## config.mk

```make
export PLATFORM = sky130hd
export DESIGN_NAME = resp_request_parser_core
export DESIGN_NICKNAME = d
export VERILOG_FILES = /design/src/sv/rrp_pkg.sv /design/src/sv/rrp_step.sv /design/src/sv/resp_request_parser_core.sv
export SDC_FILE = /design/constraint.sdc
export NUM_CORES = 1
export LEC_CHECK = 0
export BUFFER_PORTS_ARGS = -buffer_cell sky130_fd_sc_hd__buf_2
export CAP_MARGIN = 20
export CORE_MARGIN = 5
export CORE_UTILIZATION = 45
export DETAILED_ROUTE_END_ITERATION = 6
export PLACE_DENSITY = 0.69
export REMOVE_ABC_BUFFERS = 1
export SLEW_MARGIN = 10
export SYNTH_ARGS = -nofsm -noshare
export SYNTH_HDL_FRONTEND = slang
export SYNTH_SLANG_ARGS = --single-unit
```

## constraint.sdc

```tcl
create_clock -name clk_i -period 5.9 [get_ports clk_i]
set_input_delay 1.18 -clock clk_i [delete_from_list [all_inputs] [get_ports clk_i]]
set_output_delay 1.18 -clock clk_i [all_outputs]
set_load 0.02 [all_outputs]
```

## src/sv/rrp_pkg.sv

```systemverilog
// ----------------------------------------------------------------------------
// rrp_pkg: shared types and constants of the RESP request parser
// Byte codes, phase and error encodings, register indexes and result layout.
// ----------------------------------------------------------------------------
package rrp_pkg;

  localparam int unsigned NumWidthDefault = 32;

  localparam int unsigned ArgsWidth  = 16;
  localparam int unsigned BulkWidth  = 30;
  localparam int unsigned CfgWidth   = 30;

  localparam logic [7:0] CharStar   = 8'h2A;
  localparam logic [7:0] CharDollar = 8'h24;
  localparam logic [7:0] CharCr     = 8'h0D;
  localparam logic [7:0] CharLf     = 8'h0A;
  localparam logic [7:0] CharZero   = 8'h30;
  localparam logic [7:0] CharNine   = 8'h39;

  localparam logic [ArgsWidth-1:0] MaxArgsReset    = 16'd1024;
  localparam logic [BulkWidth-1:0] MaxBulkLenReset = 30'd536870912;

  typedef enum logic {
    REG_MAX_ARGS     = 1'b0,
    REG_MAX_BULK_LEN = 1'b1
  } reg_index_e;

  typedef enum logic [2:0] {
    PH_IDLE    = 3'd0,
    PH_ARR_NUM = 3'd1,
    PH_LEN_NUM = 3'd2,
    PH_ARR_LF  = 3'd3,
    PH_LEN_LF  = 3'd4,
    PH_DATA1   = 3'd5,
    PH_DATA    = 3'd6,
    PH_ERR     = 3'd7
  } phase_e;

  typedef enum logic [2:0] {
    ERR_NONE       = 3'd0,
    ERR_NESTED     = 3'd1,
    ERR_NO_ARRAY   = 3'd2,
    ERR_UNEXPECTED = 3'd3,
    ERR_BAD_NUMBER = 3'd4
  } err_code_e;

  // Parser state apart from the number accumulator, whose width is a parameter.
  typedef struct packed {
    phase_e                phase;
    logic [ArgsWidth-1:0]  args_expected;
    logic [ArgsWidth-1:0]  args_seen;
    logic [BulkWidth-1:0]  bulk_remaining;
  } parse_state_t;

  typedef struct packed {
    logic [7:0]            data_byte;
    logic [ArgsWidth-1:0]  arg_index;
    logic                  first_of_arg;
    logic                  last_of_arg;
    logic                  last_of_command;
    logic                  is_error;
    err_code_e             error_code;
  } result_t;

endpackage

```

## src/sv/rrp_step.sv

```systemverilog
// ----------------------------------------------------------------------------
// rrp_step: next-state and result logic for one request byte
// Decodes headers, accumulates numbers, checks limits and tags payload bytes.
// ----------------------------------------------------------------------------
module rrp_step import rrp_pkg::*; #(
  parameter int unsigned NUM_WIDTH = NumWidthDefault
) (
  input  parse_state_t           state_i,
  input  logic [NUM_WIDTH-1:0]   acc_i,
  input  logic [7:0]             byte_i,
  input  logic [ArgsWidth-1:0]   max_args_i,
  input  logic [BulkWidth-1:0]   max_bulk_len_i,
  output parse_state_t           state_o,
  output logic [NUM_WIDTH-1:0]   acc_o,
  output logic                   emit_o,
  output result_t                result_o
);

  localparam int unsigned CmpWidth = (NUM_WIDTH > BulkWidth) ? NUM_WIDTH : BulkWidth;
  localparam logic [NUM_WIDTH-1:0] SatValue = '1;

  logic                   is_cr;
  logic                   is_lf;
  logic                   is_digit;
  logic [7:0]             digit_full;
  logic [NUM_WIDTH+3:0]   acc_wide;
  logic [NUM_WIDTH+3:0]   acc_mul;
  logic [NUM_WIDTH-1:0]   acc_next;
  logic [CmpWidth-1:0]    acc_ext;
  logic [CmpWidth-1:0]    limit_ext;
  logic                   num_ok;
  logic [BulkWidth-1:0]   bulk_dec;
  logic [ArgsWidth:0]     seen_inc;
  logic                   last_arg;
  logic                   last_cmd;
  logic                   err_hit;
  err_code_e              err_code;

  assign is_cr      = (byte_i == CharCr);
  assign is_lf      = (byte_i == CharLf);
  assign is_digit   = (byte_i >= CharZero) && (byte_i <= CharNine);
  assign digit_full = byte_i - CharZero;

  // acc * 10 + digit as shift-add, saturating at all ones
  assign acc_wide = {4'b0000, acc_i};
  assign acc_mul  = (acc_wide << 3) + (acc_wide << 1) + {{NUM_WIDTH{1'b0}}, digit_full[3:0]};
  assign acc_next = (acc_mul[NUM_WIDTH+3:NUM_WIDTH] != 4'd0) ? SatValue
                                                             : acc_mul[NUM_WIDTH-1:0];

  assign acc_ext   = CmpWidth'(acc_i);
  assign limit_ext = (state_i.phase == PH_ARR_NUM) ? CmpWidth'(max_args_i)
                                                   : CmpWidth'(max_bulk_len_i);
  assign num_ok    = (acc_i != '0) && (acc_i != SatValue) && (acc_ext <= limit_ext);

  assign bulk_dec = state_i.bulk_remaining - BulkWidth'(1);
  assign seen_inc = {1'b0, state_i.args_seen} + (ArgsWidth+1)'(1);
  assign last_arg = (bulk_dec == '0);
  assign last_cmd = last_arg && (seen_inc >= {1'b0, state_i.args_expected});

  always_comb begin
    state_o  = state_i;
    acc_o    = acc_i;
    emit_o   = 1'b0;
    result_o = '0;
    err_hit  = 1'b0;
    err_code = ERR_NONE;

    case (state_i.phase)
      PH_IDLE: begin
        if (is_cr || is_lf) begin
          // skip loose line breaks between segments
        end else if (byte_i == CharStar) begin
          if (state_i.args_expected != '0) begin
            err_hit  = 1'b1;
            err_code = ERR_NESTED;
          end else begin
            acc_o         = '0;
            state_o.phase = PH_ARR_NUM;
          end
        end else if (byte_i == CharDollar) begin
          if (state_i.args_expected == '0) begin
            err_hit  = 1'b1;
            err_code = ERR_NO_ARRAY;
          end else begin
            acc_o         = '0;
            state_o.phase = PH_LEN_NUM;
          end
        end else begin
          err_hit  = 1'b1;
          err_code = ERR_UNEXPECTED;
        end
      end

      PH_ARR_NUM, PH_LEN_NUM: begin
        if (is_cr) begin
          if (!num_ok) begin
            err_hit  = 1'b1;
            err_code = ERR_BAD_NUMBER;
          end else begin
            state_o.phase = (state_i.phase == PH_ARR_NUM) ? PH_ARR_LF : PH_LEN_LF;
          end
        end else if (is_digit) begin
          acc_o = acc_next;
        end else begin
          err_hit  = 1'b1;
          err_code = ERR_BAD_NUMBER;
        end
      end

      PH_ARR_LF: begin
        if (!is_lf) begin
          err_hit  = 1'b1;
          err_code = ERR_UNEXPECTED;
        end else begin
          state_o.args_expected = acc_ext[ArgsWidth-1:0];
          state_o.args_seen     = '0;
          state_o.phase         = PH_IDLE;
        end
      end

      PH_LEN_LF: begin
        if (!is_lf) begin
          err_hit  = 1'b1;
          err_code = ERR_UNEXPECTED;
        end else begin
          state_o.bulk_remaining = acc_ext[BulkWidth-1:0];
          state_o.phase          = PH_DATA1;
        end
      end

      PH_DATA1, PH_DATA: begin
        emit_o                   = 1'b1;
        result_o.data_byte       = byte_i;
        result_o.arg_index       = state_i.args_seen;
        result_o.first_of_arg    = (state_i.phase == PH_DATA1);
        result_o.last_of_arg     = last_arg;
        result_o.last_of_command = last_cmd;
        state_o.bulk_remaining   = bulk_dec;
        if (last_arg) begin
          state_o.phase = PH_IDLE;
          if (last_cmd) begin
            state_o.args_expected = '0;
            state_o.args_seen     = '0;
          end else begin
            state_o.args_seen = seen_inc[ArgsWidth-1:0];
          end
        end else begin
          state_o.phase = PH_DATA;
        end
      end

      PH_ERR: begin
        // stopped: drop every byte
      end

      default: begin
      end
    endcase

    if (err_hit) begin
      state_o.phase       = PH_ERR;
      emit_o              = 1'b1;
      result_o            = '0;
      result_o.is_error   = 1'b1;
      result_o.error_code = err_code;
    end
  end

endmodule

```

## src/sv/resp_request_parser_core.sv

```systemverilog
// ----------------------------------------------------------------------------
// resp_request_parser_core: multi-bulk RESP request parser, one byte per cycle
// Splits a request byte stream into tagged argument bytes and reports errors.
// ----------------------------------------------------------------------------
// Feed the request stream one byte per transfer on the in_* channel. Each
// command is '*count' CR LF followed by count bulk arguments '$len' CR LF and
// len payload bytes; CR/LF bytes between segments are skipped. Every payload
// byte comes out as one transfer on the out_* channel with its argument index
// and first-of-argument, last-of-argument and last-of-command flags. Header
// bytes produce no output. A parse error (nested array, length without array,
// unexpected byte, bad number) produces one error transfer and the parser then
// drops all input until reset. Throughput is one byte per cycle: the byte
// register feeds the parse logic and the result register in a single pass,
// and both advance together whenever the result register is empty or being
// drained. A byte goes through the byte register and then the result register.
// The limit registers max_args (index 0) and max_bulk_len (index 1) are
// written through cfg_*; write them only while no bytes are in flight.
module resp_request_parser_core import rrp_pkg::*; #(
  parameter int unsigned NUM_WIDTH = NumWidthDefault
) (
  input  logic                  clk_i,
  input  logic                  rst_ni,

  input  logic                  cfg_we_i,
  input  logic                  cfg_index_i,
  input  logic [CfgWidth-1:0]   cfg_wdata_i,

  input  logic                  in_valid_i,
  output logic                  in_ready_o,
  input  logic [7:0]            in_byte_i,

  output logic                  out_valid_o,
  input  logic                  out_ready_i,
  output logic [7:0]            data_byte_o,
  output logic [ArgsWidth-1:0]  arg_index_o,
  output logic                  first_of_arg_o,
  output logic                  last_of_arg_o,
  output logic                  last_of_command_o,
  output logic                  is_error_o,
  output logic [2:0]            error_code_o
);

  // limit registers
  logic [ArgsWidth-1:0]  max_args_q;
  logic [BulkWidth-1:0]  max_bulk_len_q;

  // input byte register
  logic                  byte_valid_q;
  logic [7:0]            byte_q;

  // parser state
  parse_state_t          state_q, state_d;
  logic [NUM_WIDTH-1:0]  acc_q, acc_d;

  // result register
  logic                  res_valid_q;
  result_t               res_q;
  result_t               res_d;
  logic                  emit;

  logic                  advance;

  // Process the held byte when the result slot is free or drains this cycle.
  assign advance    = byte_valid_q && (!res_valid_q || out_ready_i);
  assign in_ready_o = !byte_valid_q || advance;

  always_ff @(posedge clk_i or negedge rst_ni) begin
    if (!rst_ni) begin
      max_args_q     <= MaxArgsReset;
      max_bulk_len_q <= MaxBulkLenReset;
    end else if (cfg_we_i) begin
      case (reg_index_e'(cfg_index_i))
        REG_MAX_ARGS:     max_args_q     <= cfg_wdata_i[ArgsWidth-1:0];
        REG_MAX_BULK_LEN: max_bulk_len_q <= cfg_wdata_i[BulkWidth-1:0];
        default: begin
        end
      endcase
    end
  end

  always_ff @(posedge clk_i or negedge rst_ni) begin
    if (!rst_ni) begin
      byte_valid_q <= 1'b0;
    end else if (in_ready_o) begin
      byte_valid_q <= in_valid_i;
    end
  end

  // Capture the payload on every transfer.
  always_ff @(posedge clk_i) begin
    if (in_valid_i && in_ready_o) begin
      byte_q <= in_byte_i;
    end
  end

  rrp_step #(
    .NUM_WIDTH (NUM_WIDTH)
  ) u_step (
    .state_i        (state_q),
    .acc_i          (acc_q),
    .byte_i         (byte_q),
    .max_args_i     (max_args_q),
    .max_bulk_len_i (max_bulk_len_q),
    .state_o        (state_d),
    .acc_o          (acc_d),
    .emit_o         (emit),
    .result_o       (res_d)
  );

  // Advance the parser state once per processed byte.
  always_ff @(posedge clk_i or negedge rst_ni) begin
    if (!rst_ni) begin
      state_q <= '{phase: PH_IDLE, default: '0};
      acc_q   <= '0;
    end else if (advance) begin
      state_q <= state_d;
      acc_q   <= acc_d;
    end
  end

  // Result slot: load on an emitting byte, clear once drained.
  always_ff @(posedge clk_i or negedge rst_ni) begin
    if (!rst_ni) begin
      res_valid_q <= 1'b0;
    end else if (advance) begin
      res_valid_q <= emit;
    end else if (out_ready_i) begin
      res_valid_q <= 1'b0;
    end
  end

  always_ff @(posedge clk_i) begin
    if (advance && emit) begin
      res_q <= res_d;
    end
  end

  assign out_valid_o       = res_valid_q;
  assign data_byte_o       = res_q.data_byte;
  assign arg_index_o       = res_q.arg_index;
  assign first_of_arg_o    = res_q.first_of_arg;
  assign last_of_arg_o     = res_q.last_of_arg;
  assign last_of_command_o = res_q.last_of_command;
  assign is_error_o        = res_q.is_error;
  assign error_code_o      = res_q.error_code;

endmodule

```

[Yosys cells after proc, flatten, opt, wreduce, memory -nomap -nowiden]
Cells that the tools add are included.
Storage, ports and cells
  flip-flop bits (word level): 184
  input bits: 44
  output and inout bits: 33
  word-level logic and storage cells: 145
Cells by class
  add/sub/neg operators: 5
  $lt $le $gt $ge: 4
  eq/ne operators: 29
  mux-type cells: 54
  bitwise logic cells: 2
  reduce and logical (&&, ||, !) cells: 34
Operators with widths (count)
  two-way mux 32 bit: 9
  case mux 32 bit (2 select lines): 2
  two-way mux 30 bit: 2
  case mux 30 bit (2 select lines): 1
  two-way mux 3 bit: 17
  adder 35 x 33 -> 36 bit: 1
  adder 36 x 4 -> 36 bit: 1
  two-way mux 35 bit: 1
  <= comparator 32 bit: 1
  two-way mux 16 bit: 2
  != test 32 bit, second input constant: 1
  nonzero test 32 bit: 1
  zero test 30 bit: 1
  subtractor 30 x 1 -> 30 bit, second input constant: 1
  adder 16 x 1 -> 17 bit, second input constant: 1
  greater-or-equal comparator 17 x 16 -> 1 bit: 1
  equality test 8 x 4 -> 1 bit, second input constant: 2
  equality test 8 x 6 -> 1 bit, second input constant: 2
  zero test 16 bit: 1
  nonzero test 16 bit: 1
  != test 3 x 1 -> 1 bit, second input constant: 5
  case mux 3 bit (5 select lines): 1
  two-way mux 1 bit: 14
  != test 2 x 1 -> 1 bit, second input constant: 5
  31 further kinds: 54

[Longest topological paths before layout]
Gate-level depths: netlist of the first run.
  word-level depth: 9
  depth in mapped cells: 18
  depth with buffers taken out: 16

[Modules after synthesis]
From an unflattened synthesis of the first run, not the netlist that was laid out.
Unflattened totals
  cells, all modules: 1512
  area total of the unflattened synthesis: 14236.2 sq um
By module, submodules not included
  rrp_step: instances 1, cells each 1159, area each 7539.7 sq um, seq. area each 0.0 sq um
  resp_request_parser_core: instances 1, cells each 353, area each 6696.4 sq um, seq. area each 4802.1 sq um

[Least setup slack after synthesis of the first run]
No wires, ideal clock.
  path type: register to register
  start: reg state_q[62] (netlist bit)
  end: reg res_q (netlist bit arg_index_o[0]) (enable)
  library setup time: 0.386 ns
  arrival time: 3.870 ns
  required time: 5.514 ns
  setup slack: 1.644 ns
  stages on the path, launching flop included: 17
  buffers on the path: 3
  period minus slack after synthesis: 4.256 ns
  path through: dfrtp_1 clkbuf_1 and3_1 clkbuf_1 clkbuf_1 mux2i_1 ha_1 nor2b_1 o211ai_1 a2111o_1 a21oi_1 nor4_1 nor3_1 nor2b_1 inv_1 o21ai_0 inv_1
Between the ends
  longest elaborated chain between the ends: 9
  elaborated cells between the ends (all ways): 19
  classes of those cells: 1 x order compare; 6 x eq/ne; 6 x mux; 6 x reduce/logical
Ends and longest elaborated chain
  start, declared: line resp_request_parser_core.sv:52  | parse_state_t state_q, state_d;
  start signal, assigned: line resp_request_parser_core.sv:116  | state_q <= state_d;
  equality test 3 x 1 -> 1 bit: line rrp_step.sv:51, rrp_step.sv:68
  two-way mux 30 bit: line rrp_step.sv:51  | assign limit_ext = (state_i.phase == PH_ARR_NUM) ? CmpWidth'(max_args_i)
  <= comparator 32 bit: line rrp_step.sv:53  | assign num_ok = (acc_i != '0) && (acc_i != SatValue) && (acc_ext <= limit_ext);
  logical AND 1 bit: line rrp_step.sv:53
  two-way mux 1 bit: line rrp_step.sv:96  | if (!num_ok) begin
  two-way mux 1 bit: line rrp_step.sv:95  | if (is_cr) begin
  case mux 1 bit (3 select lines) *: line rrp_step.sv:68  | case (state_i.phase)
  via u_step.err_hit: line rrp_step.sv:36  | logic err_hit;
  two-way mux 1 bit *: line rrp_step.sv:160  | if (err_hit) begin
  logical AND 1 bit *: line resp_request_parser_core.sv:133  | if (advance && emit) begin
  end signal, assigned: line resp_request_parser_core.sv:134  | res_q <= res_d;
  end, declared: line resp_request_parser_core.sv:57  | result_t res_q;
The timed path passes the listed nets; every way through them passes the cells marked *.
A chain may end at the register's enable or synchronous reset.

[Final worst setup path of the first run]
  start: reg state_q[64] (netlist bit)
  end: reg res_q (netlist bit data_byte_o[3]) (enable)
Same word-level chain as after synthesis.

==> results of run 1 <==
[routing by layer]
layer,track usage,vias to the layer above
met2,0.3322,351
met3,0.04176,43
li1,-,4984
met4,0.04746,0
met1,0.3046,5031
met5,0,-
[layout make-up]
cell class                 instances  area (µm²)  share of cell area
multi-input combinational       1031        7064              0.5223
clock buffer                      17       425.4             0.03146
clock inverter                    15       163.9             0.01212
timing repair buffer              91       499.2             0.03691
inverter                          38       142.6             0.01055
sequential                       184        4802              0.3551
tap                              341       426.7             0.03155
[registers in the layout (all words and copies together), names as in the netlist, 3 cells and up]
name,cells
byte_q,8
acc_q,32
state_q,65
max_bulk_len_q,30
data_byte_o,8
error_code_o,3
max_args_q,16
arg_index_o,16
[critical path: stages (launching register included)]
cell      delay (ns)
dfrtp_1         0.55
clkinv_1        0.35
nand3_1         0.56
nand2_1         0.13
ha_1            0.32
a21o_1          0.16
a21o_1          0.16
a221o_1         0.34
a211o_1         0.32
nor4_1          0.53
nor3_1          0.16
nor2b_1         0.24
inv_1           0.13
o21ai_0         0.29
inv_1           0.28
buf_4           0.31
[logic make-up after synthesis]
logic type | Yosys count
AOI/OAI and AO/OA | 338
buffers and inverters | 103
and+or+nand+nor | 475
DFF | 184
adders and majority gates | 114
xor gates and xnor gates | 41
muxes | 63
[stage by stage]
stage | hold WS, ns | area, µm² | total power [mW] | cells | utilization
after floorplan | 0.4556 | 11980 | 4.180 | 1253 | -
after global placement | 0.4702 | 12930 | 5.057 | 1685 | 0.4813
after detailed placement | 0.4758 | 12930 | 5.127 | 1685 | 0.4813
after CTS | 0.4918 | 13520 | 6.291 | 1717 | 0.5032
after global routing | 0.5331 | 13520 | 6.792 | 1717 | 0.5032
final | 0.4895 | 13520 | 6.307 | 1717 | 0.5032
[layout by cell type, fill, tap and decap left out, types with 6 or more instances in the layout]
cell / Yosys / final
nand2_1: 163 / 163
dfrtp_1: 143 / 143
ha_1: 112 / 112
a21oi_1: 88 / 87
buf_2: 10 / 75
o21ai_0: 72 / 72
nor2_1: 73 / 72
mux2_2: 47 / 47
edfxtp_1: 39 / 39
inv_1: 37 / 37
nand3_1: 36 / 36
nand4_1: 35 / 35
a22o_1: 33 / 33
nor3_1: 30 / 30
and2_1: 29 / 29
o21ai_1: 29 / 29
nor4_1: 23 / 23
xnor2_1: 21 / 21
xor2_1: 20 / 20
a21o_1: 19 / 19
clkbuf_16: 0 / 17
mux2i_1: 16 / 16
nand2b_1: 15 / 15
buf_4: 0 / 15
o211ai_1: 12 / 12
or3_1: 12 / 12
and3_1: 10 / 10
nor2b_1: 9 / 9
or4_1: 9 / 9
o22ai_1: 9 / 9
o31ai_1: 9 / 9
and4_1: 7 / 7
or2_2: 7 / 7
o21a_1: 7 / 7
o21bai_1: 6 / 6
[power breakdown]
part	switching [mW]	internal (mW)
Combinational	1.80	1.12
Clock	0.555	0.602
Sequential	0.554	1.67
[worst min path at each step]
stage                        to         from  slack, ns
CTS                 state_q[45]  state_q[45]       0.49
global route        state_q[45]  state_q[45]       0.53
global placement    state_q[45]  state_q[45]       0.47
finish              state_q[45]  state_q[45]       0.49
floorplan           state_q[45]  state_q[45]       0.46
detailed placement  state_q[45]  state_q[45]       0.48
==> metrics.md, run 1 <==
| Metric | Value |
|---|---|
| Vias in the first global route | `9960` |
| Fin crit period | `5.122 ns` |
| CTS tree | `done` |
| Final Skew | `0.01305 ns` |
| Async S/R FF share, synth | `0.7880` |
| Gate Count Post-Synth | `1318` |
| Synth cell types | `72` |
| Post-CTS sizing | `0` |
| Initial antenna violation count | `0` |
| Clk sinks | `184` |
| Number of synthesized flops with an enable pin | `39` |
| Die width | `174.9 µm` |
| CTS buffer count | `17` |
| Met2 WL | `14360 µm` |
| Worst-Margin Slew | `1.015 ns` |
| Worst setup margin | `0.7779 ns` |
| Max_cap viols | `0` |
| Cell taking the most area after synthesis | `dfrtp_1` |
| CTS max path bufs | `2` |
| Status | `completed` |
| Drt pass-1 iters | `6` |
| TNS Setup | `0 ns` |
| Synth Area in Simple Gates | `0.1939` |
| Slew Viols, Final | `0` |
| Share of Yosys cell area claimed by the top area cell type | `0.2924` |
| Detailed Route Iter0 Violations | `935` |
| DIE HEIGHT | `174.9 µm` |
| Worst path arrival time | `5.30 ns` |
| Area Overhead vs Synth | `10.50%` |
| CTS Hold Buffers Added | `0` |
| DP HPWL | `22770 µm` |
| Top-count cell post-synth | `nand2_1` |
| Compound-gate portion of the synthesized area | `0.1777` |
| Via count | `10409` |
| Overflow after GRT | `0` |
| Worst hold path type | `reg -> reg` |
| Synth area leaders | `dfrtp_1 29%, ha_1 11%, edfxtp_1 9.6%, nand2_1 5.0%, mux2_2 4.3%` |
| N_diodes | `0` |
| Main synth FF type | `dfrtp_1` |
| Layout cells sized above 1 | `0.1374` |
| Largest net degree at the start of global routing | `90` |
| Root Buffer | `clkbuf_16` |
| WP data required | `6.07 ns` |
| Critical path type | `reg -> reg` |
| Final ANT Viol Nets | `0` |
| I/O Pins | `77` |
| Post-route DRC | `0` |
| Post-Syn Area | `12240 µm²` |
| Unrepaired setup endpoints after global routing | `no` |
| Yosys warns | `0` |
| Final WL | `32100 µm` |
| FF-to-FF path depth | `15` |
| Xor and xnor area share after synthesis | `0.02934` |
| FILL cells | `2517` |
| First-pass GRT wire length | `53150 µm` |
| Gpl congestion | `0.8836` |
| Worst Hold Path Cells | `2` |
| Clock insertion delay at the later pin of the skew report | `0.44 ns` |
| Initial core utilization | `0.4554` |
| H-tree Lvls | `4` |
| Die area | `30600 µm²` |
| Largest family of logic cells by synthesized area | `simple AND/OR/NAND/NOR gates` |
| Adder-cell share of the synthesized area | `0.1178` |
| DR WL/cell | `18.70 µm` |
| Leak | `6.125 nW` |
| Most frequent cells after synthesis | `163 x nand2_1, 143 x dfrtp_1, 112 x ha_1` |
| Final setup violating endpoints | `0` |
| CORE AREA | `26880 µm²` |
| R2R Path End | `data_byte_o[3]` |
| Syn Area/Cell | `9.286 µm²` |
| Critical path endpoint category | `flop` |
| CP endpoint | `data_byte_o[3]` |
| Core Rows | `60` |
| Slew headroom | `0.3233` |
| Post-synthesis mux area share | `0.05633` |
| Routed wl met3 | `2022 µm` |
| Setup WS pre-CTS | `0.8637 ns` |
| Final net count | `1521` |
| Worst setup startpoint | `state_q[64]` |
| Total global-route track usage | `0.2116` |
| Fin. Hold Viols | `0` |
| Final period util | `0.8682` |
| Vias per cell | `6.062` |
| Crit-path max FO | `22` |
| Power Density | `466.3 nW/µm²` |
| DR top layer | `met4` |
| Clk slew on worst S/H paths | `0.07 ns` |
| Fmax | `195.2 MHz` |
| Post-CTS setup buffer count | `0` |
| Worst reg-to-reg setup slack | `0.78 ns` |
| CP Launch Type | `flop` |
| FF+latch count, synth | `184` |
| Port Buf Inserts | `76` |
| Post-synthesis sequential area ratio | `0.3924` |
| Worst R2R Start | `state_q[64]` |
| VDD IR max | `0.2151 mV` |
| Met1 wire length | `15190 µm` |
No activity file was read; power rests on OpenSTA's default activity.
==> inputs of run 2 (changes only) <==
CORE_MARGIN = 2   (was 5)
==> metrics.md, run 2 (synthesized netlist as in run 1, its figures left out) <==
| Metric | Value |
|---|---|
| Drt pass-1 iters | `5 (was 6)` |
| Worst R2R Start | `state_q[64] (unchanged)` |
| H-tree Lvls | `4 (unchanged)` |
| Port Buf Inserts | `76 (unchanged)` |
| Clk sinks | `184 (unchanged)` |
| Final setup violating endpoints | `0 (unchanged)` |
| DR WL/cell | `18.26 µm (was 18.70 µm)` |
| Fin. Hold Viols | `0 (unchanged)` |
| Max FFs per register | `65 (unchanged)` |
| Overflow after GRT | `0 (unchanged)` |
| Final Skew | `0.01073 ns (was 0.01305 ns)` |
| Die area | `28530 µm² (was 30600 µm²)` |
| Clock insertion delay at the later pin of the skew report | `0.45 ns (was 0.44 ns)` |
| DP HPWL | `22440 µm (was 22770 µm)` |
| Final WL | `31350 µm (was 32100 µm)` |
| Post-CTS setup buffer count | `0 (unchanged)` |
| Status | `completed (unchanged)` |
| Switch Pwr | `2.877 mW (was 2.909 mW)` |
| Clk pwr share | `0.179 (was 0.183)` |
| Worst setup margin | `0.7970 ns (was 0.7779 ns)` |
| FF-to-FF path depth | `15 (unchanged)` |
| Gpl congestion | `0.8941 (was 0.8836)` |
| Core Rows | `60 (unchanged)` |
| CP Launch Type | `flop (unchanged)` |
| Critical path type | `reg -> reg (unchanged)` |
| Leading cell type in the layout, fill and taps excluded | `nand2_1 (unchanged)` |
| CORE AREA | `26800 µm² (was 26880 µm²)` |
| Post-route DRC | `0 (unchanged)` |
| DIE HEIGHT | `168.9 µm (was 174.9 µm)` |
| CTS max path bufs | `2 (unchanged)` |
| Slew Viols, Final | `0 (unchanged)` |
| Layout cells sized above 1 | `0.1381 (was 0.1374)` |
| Worst-Margin Slew | `0.9557 ns (was 1.015 ns)` |
| I/O Pins | `77 (unchanged)` |
| Via count | `10260 (was 10409)` |
| Fmax | `196.0 MHz (was 195.2 MHz)` |
| R2R Path End | `data_byte_o[7] (was data_byte_o[3])` |
| Switch share | `0.4619 (was 0.4613)` |
| Vias per cell | `5.976 (was 6.062)` |
| Worst hold start | `state_q[45] (unchanged)` |
| Unrepaired setup endpoints after global routing | `no (unchanged)` |
| Post-CTS sizing | `0 (unchanged)` |
| Max_cap viols | `0 (unchanged)` |
| Detailed Route Iter0 Violations | `901 (was 935)` |
| Leak | `6.118 nW (was 6.125 nW)` |
| CTS buffer count | `17 (unchanged)` |
| Worst Hold Path Cells | `2 (unchanged)` |
| Setup WS pre-CTS | `0.8811 ns (was 0.8637 ns)` |
| First-pass GRT wire length | `50990 µm (was 53150 µm)` |
| CTS tree | `done (unchanged)` |
| Die width | `168.9 µm (was 174.9 µm)` |
| Initial antenna violation count | `0 (unchanged)` |
| Post-layout util | `0.5036 (was 0.5032)` |
| CTS Hold Buffers Added | `0 (unchanged)` |
| Worst reg-to-reg setup slack | `0.80 ns (was 0.78 ns)` |
| TNS Setup | `0 ns (unchanged)` |
| Vias in the first global route | `9637 (was 9960)` |
| Final net count | `1521 (unchanged)` |
| Slew headroom | `0.3629 (was 0.3233)` |
| Total global-route track usage | `0.2239 (was 0.2116)` |
| Clk slew on worst S/H paths | `0.07 ns (about the same)` |
| Final period util | `0.8649 (was 0.8682)` |
| Final ANT Viol Nets | `0 (unchanged)` |
| Fin crit period | `5.103 ns (was 5.122 ns)` |
| Largest net degree at the start of global routing | `94 (was 90)` |
| VDD IR max | `0.1903 mV (was 0.2151 mV)` |
| Final Power | `6.228 mW (was 6.307 mW)` |
| WP data required | `6.08 ns (was 6.07 ns)` |
| Hold endpoint | `state_q[45] (unchanged)` |
| Critical path endpoint category | `flop (unchanged)` |
| N_diodes | `0 (unchanged)` |
| Area Overhead vs Synth | `10.27% (was 10.50%)` |
| Power Density | `461.4 nW/µm² (was 466.3 nW/µm²)` |
| Worst hold path type | `reg -> reg (unchanged)` |
| Root Buffer | `clkbuf_16 (unchanged)` |
| Most frequent cells in the layout | `163 x nand2_1, 143 x dfrtp_1, 112 x ha_1 (unchanged)` |
| Initial core utilization | `0.4567 (was 0.4554)` |
| Crit-path max FO | `26 (was 22)` |
| Worst path arrival time | `5.28 ns (was 5.30 ns)` |
| Power Internal | `3.351 mW (was 3.398 mW)` |
| Top Registers | `state_q (65), acc_q (32), max_bulk_len_q (30) (unchanged)` |
| Largest register by flop count | `state_q (unchanged)` |
| Reg power frac | `0.354 (was 0.353)` |
| Logic pwr share | `0.466 (was 0.463)` |
==> run 2: cell types whose count changed in the layout (fill, tap and decap cells not counted), sizes merged <==
cell / previous run / this run
bufinv: 1 / 0
clkinv: 5 / 6
inv: 44 / 45
clkinvlp: 3 / 2
==> run 2: metrics by stage <==
step | instances | instance area [µm²] | hold slack [ns]
global route | 1717 | 13500 | 0.5285
floorplan | 1253 | 11980 | 0.4556
CTS | 1717 | 13500 | 0.4992
finish | 1717 | 13500 | 0.4935
detailed placement | 1685 | 12930 | 0.4831
global placement | 1685 | 12930 | 0.4695
==> run 2: area by class of cell <==
type | instances | area [µm²]
Tap cell | 341 | 426.7
Timing Repair Buffer | 91 | 499.2
Clock inverter | 15 | 136.4
Sequential cell | 184 | 4802
Fill cell | 2476 | 13300
Clock buffer | 17 | 425.4
Inverter | 38 | 142.6
Multi-Input combinational cell | 1031 | 7064
==> run 2: worst max-delay path, cell delays in order, from the launching register on <==
cell      delay, ns
dfrtp_1        0.56
clkinv_1       0.38
nand3_1        0.57
nand2_1        0.13
ha_1           0.31
a21o_1         0.16
a21o_1         0.17
a221o_1        0.34
a211o_1        0.33
nor4_1         0.61
nor3_1         0.14
nor2b_1        0.22
inv_1          0.12
o21ai_0        0.28
inv_1          0.21
buf_4          0.29
==> run 2: metal layers <==
layer  GRT usage  wire, µm
met4     0.06559       674
met3     0.03718      1728
met5           0         0
met2      0.3484     13940
met1      0.3217     15000
==> run 2: power by group through the flow <==
stage / combinational [mW] / sequential [mW] / clock (mW)
after floorplan: 2.06 / 2.12 / 0
after global placement: 2.82 / 2.21 / 0
final: 2.90 / 2.21 / 1.12
after CTS: 2.89 / 2.19 / 1.13
after global routing: 3.24 / 2.25 / 1.19
after detailed placement: 2.89 / 2.22 / 0
==> run 2: worst max path at each step <==
stage / endpoint / slack (ns) / startpoint / cells past startpoint
5_1_grt: data_byte_o[4] / 0.39 / state_q[64] / 15
6_report: data_byte_o[7] / 0.80 / state_q[64] / 15
3_3_place_gp: arg_index_o[13] / 1.08 / state_q[64] / 15
3_5_place_dp: data_byte_o[6] / 0.88 / state_q[64] / 15
2_1_floorplan: acc_q[31] / 0.93 / byte_q[3] / 11
4_1_cts: data_byte_o[6] / 0.86 / state_q[64] / 15
==> inputs of run 3 (changes only) <==
MAX_ROUTING_LAYER = met4   (was not set)
==> metrics.md, run 3 (synthesized netlist as in run 1, its figures left out) <==
| Metric | Value |
|---|---|
| Clk sinks | `184 (unchanged)` |
| Total global-route track usage | `0.2318 (was 0.2239)` |
| Critical path type | `reg -> reg (unchanged)` |
| Largest register by flop count | `state_q (unchanged)` |
| Slew headroom | `0.3292 (was 0.3629)` |
| Leading cell type in the layout, fill and taps excluded | `nand2_1 (unchanged)` |
| CTS tree | `done (unchanged)` |
| CTS buffer count | `17 (unchanged)` |
| Final setup violating endpoints | `0 (unchanged)` |
| Clk slew on worst S/H paths | `0.07 ns (about the same)` |
| Worst-Margin Slew | `1.006 ns (was 0.9557 ns)` |
| Top Registers | `state_q (65), acc_q (32), max_bulk_len_q (30) (unchanged)` |
| Final WL | `31360 µm (was 31350 µm)` |
| DP HPWL | `22560 µm (was 22440 µm)` |
| DIE HEIGHT | `168.9 µm (unchanged)` |
| Fin crit period | `5.124 ns (was 5.103 ns)` |
| Vias in the first global route | `9820 (was 9637)` |
| Crit-path max FO | `26 (unchanged)` |
| R2R Path End | `data_byte_o[0] (was data_byte_o[7])` |
| Post-route DRC | `0 (unchanged)` |
| Critical path endpoint category | `flop (unchanged)` |
| Core Rows | `60 (unchanged)` |
| Post-CTS setup buffer count | `0 (unchanged)` |
| Slew Viols, Final | `0 (unchanged)` |
| H-tree Lvls | `4 (unchanged)` |
| Hold endpoint | `state_q[45] (unchanged)` |
| Initial core utilization | `0.4567 (unchanged)` |
| Initial antenna violation count | `0 (unchanged)` |
| Leak | `6.114 nW (was 6.118 nW)` |
| Max FFs per register | `65 (unchanged)` |
| Final ANT Viol Nets | `0 (unchanged)` |
| Detailed Route Iter0 Violations | `920 (was 901)` |
| Final period util | `0.8686 (was 0.8649)` |
| Drt pass-1 iters | `5 (unchanged)` |
| Worst reg-to-reg setup slack | `0.78 ns (was 0.80 ns)` |
| Fin. Hold Viols | `0 (unchanged)` |
| N_diodes | `0 (unchanged)` |
| Most frequent cells in the layout | `163 x nand2_1, 143 x dfrtp_1, 112 x ha_1 (unchanged)` |
| Worst R2R Start | `state_q[64] (unchanged)` |
| CTS max path bufs | `2 (unchanged)` |
| Worst Hold Path Cells | `2 (unchanged)` |
| Overflow after GRT | `0 (unchanged)` |
| Power Density | `462.6 nW/µm² (was 461.4 nW/µm²)` |
| Placed cells | `1685 (unchanged)` |
| Port Buf Inserts | `76 (unchanged)` |
| Die width | `168.9 µm (unchanged)` |
| Vias per cell | `6.019 (was 5.976)` |
| Via count | `10334 (was 10260)` |
| TNS Setup | `0 ns (unchanged)` |
| Max_cap viols | `0 (unchanged)` |
| Largest net degree at the start of global routing | `94 (unchanged)` |
| Final instance area | `13500 µm² (unchanged)` |
| I/O Pins | `77 (unchanged)` |
| Final Non-Filler Cells | `1717 (unchanged)` |
| First-pass GRT wire length | `51250 µm (was 50990 µm)` |
| Final net count | `1521 (unchanged)` |
| CTS Hold Buffers Added | `0 (unchanged)` |
| Fmax | `195.1 MHz (was 196.0 MHz)` |
| VDD IR max | `0.2255 mV (was 0.1903 mV)` |
| Final Skew | `0.01319 ns (was 0.01073 ns)` |
| Worst hold path type | `reg -> reg (unchanged)` |
| CP Launch Type | `flop (unchanged)` |
| Worst path arrival time | `5.29 ns (was 5.28 ns)` |
| DR WL/cell | `18.26 µm (about the same)` |
| Placed Area | `12930 µm² (unchanged)` |
| Layout cells sized above 1 | `0.1374 (was 0.1381)` |
| Area Overhead vs Synth | `10.27% (unchanged)` |
| Post-CTS sizing | `0 (unchanged)` |
| CORE AREA | `26800 µm² (unchanged)` |
| Unrepaired setup endpoints after global routing | `no (unchanged)` |
| Status | `completed (unchanged)` |
| Root Buffer | `clkbuf_16 (unchanged)` |
| Final Power | `6.244 mW (was 6.228 mW)` |
| Clock insertion delay at the later pin of the skew report | `0.44 ns (was 0.45 ns)` |
| WP data required | `6.06 ns (was 6.08 ns)` |
| Worst hold start | `state_q[45] (unchanged)` |
| FF-to-FF path depth | `15 (unchanged)` |
| Die area | `28530 µm² (unchanged)` |
| Gpl congestion | `0.9071 (was 0.8941)` |
[run 3: changes by cell type in the layout (fill, tap and decap cells not counted), sizes merged]
cell / change
clkinv: -3
clkbuf: +1
clkinvlp: +1
inv: +1
[run 3: stage by stage]
step	hold slack, ns	util	worst slack (ns)
after floorplan	0.4556	-	0.9320
after global placement	0.4702	0.4826	1.071
after detailed placement	0.4860	0.4826	0.8990
after CTS	0.5024	0.5036	0.8709
after global routing	0.5319	0.5036	0.4118
final	0.4952	0.5036	0.7755
[run 3: area by class of cell]
type | instances | area, µm²
multi-input combinational | 1031 | 7064
inverter | 38 | 142.6
clock buffer | 18 | 429.2
sequential | 184 | 4802
fill | 2463 | 13300
clock inverter | 14 | 132.6
timing repair buffer | 91 | 499.2
tap | 341 | 426.7
[run 3: worst max path at each step]
| stage | from | end |
|---|---|---|
| 2_1_floorplan | byte_q[3] | acc_q[31] |
| 3_3_place_gp | state_q[64] | data_byte_o[6] |
| 3_5_place_dp | state_q[64] | data_byte_o[7] |
| 4_1_cts | state_q[64] | data_byte_o[0] |
| 5_1_grt | state_q[64] | data_byte_o[0] |
| 6_report | state_q[64] | data_byte_o[0] |
[run 3: report_power, final]
group	switching, mW	internal, mW	total [mW]
clock	0.561	0.561	1.12
sequential	0.535	1.67	2.21
combinational	1.79	1.12	2.91
total	2.89	3.36	6.24
[run 3: layer usage]
layer | global-route usage | wire length, µm | vias to the layer above
met3 | 0.03414 | 1903 | 53
met5 | - | 0 | -
met4 | 0.07121 | 749 | 0
li1 | - | - | 4975
met2 | 0.3583 | 14030 | 375
met1 | 0.3164 | 14670 | 4931
[run 3: critical path, stage by stage (launching register included)]
cell	delay, ns
dfrtp_1	0.56
clkinv_1	0.37
nand3_1	0.58
nand2_1	0.15
ha_1	0.31
a21o_1	0.16
a21o_1	0.17
a221o_1	0.34
a211o_1	0.32
nor4_1	0.62
nor3_1	0.14
nor2b_1	0.22
inv_1	0.12
o21ai_0	0.28
inv_1	0.21
buf_4	0.29
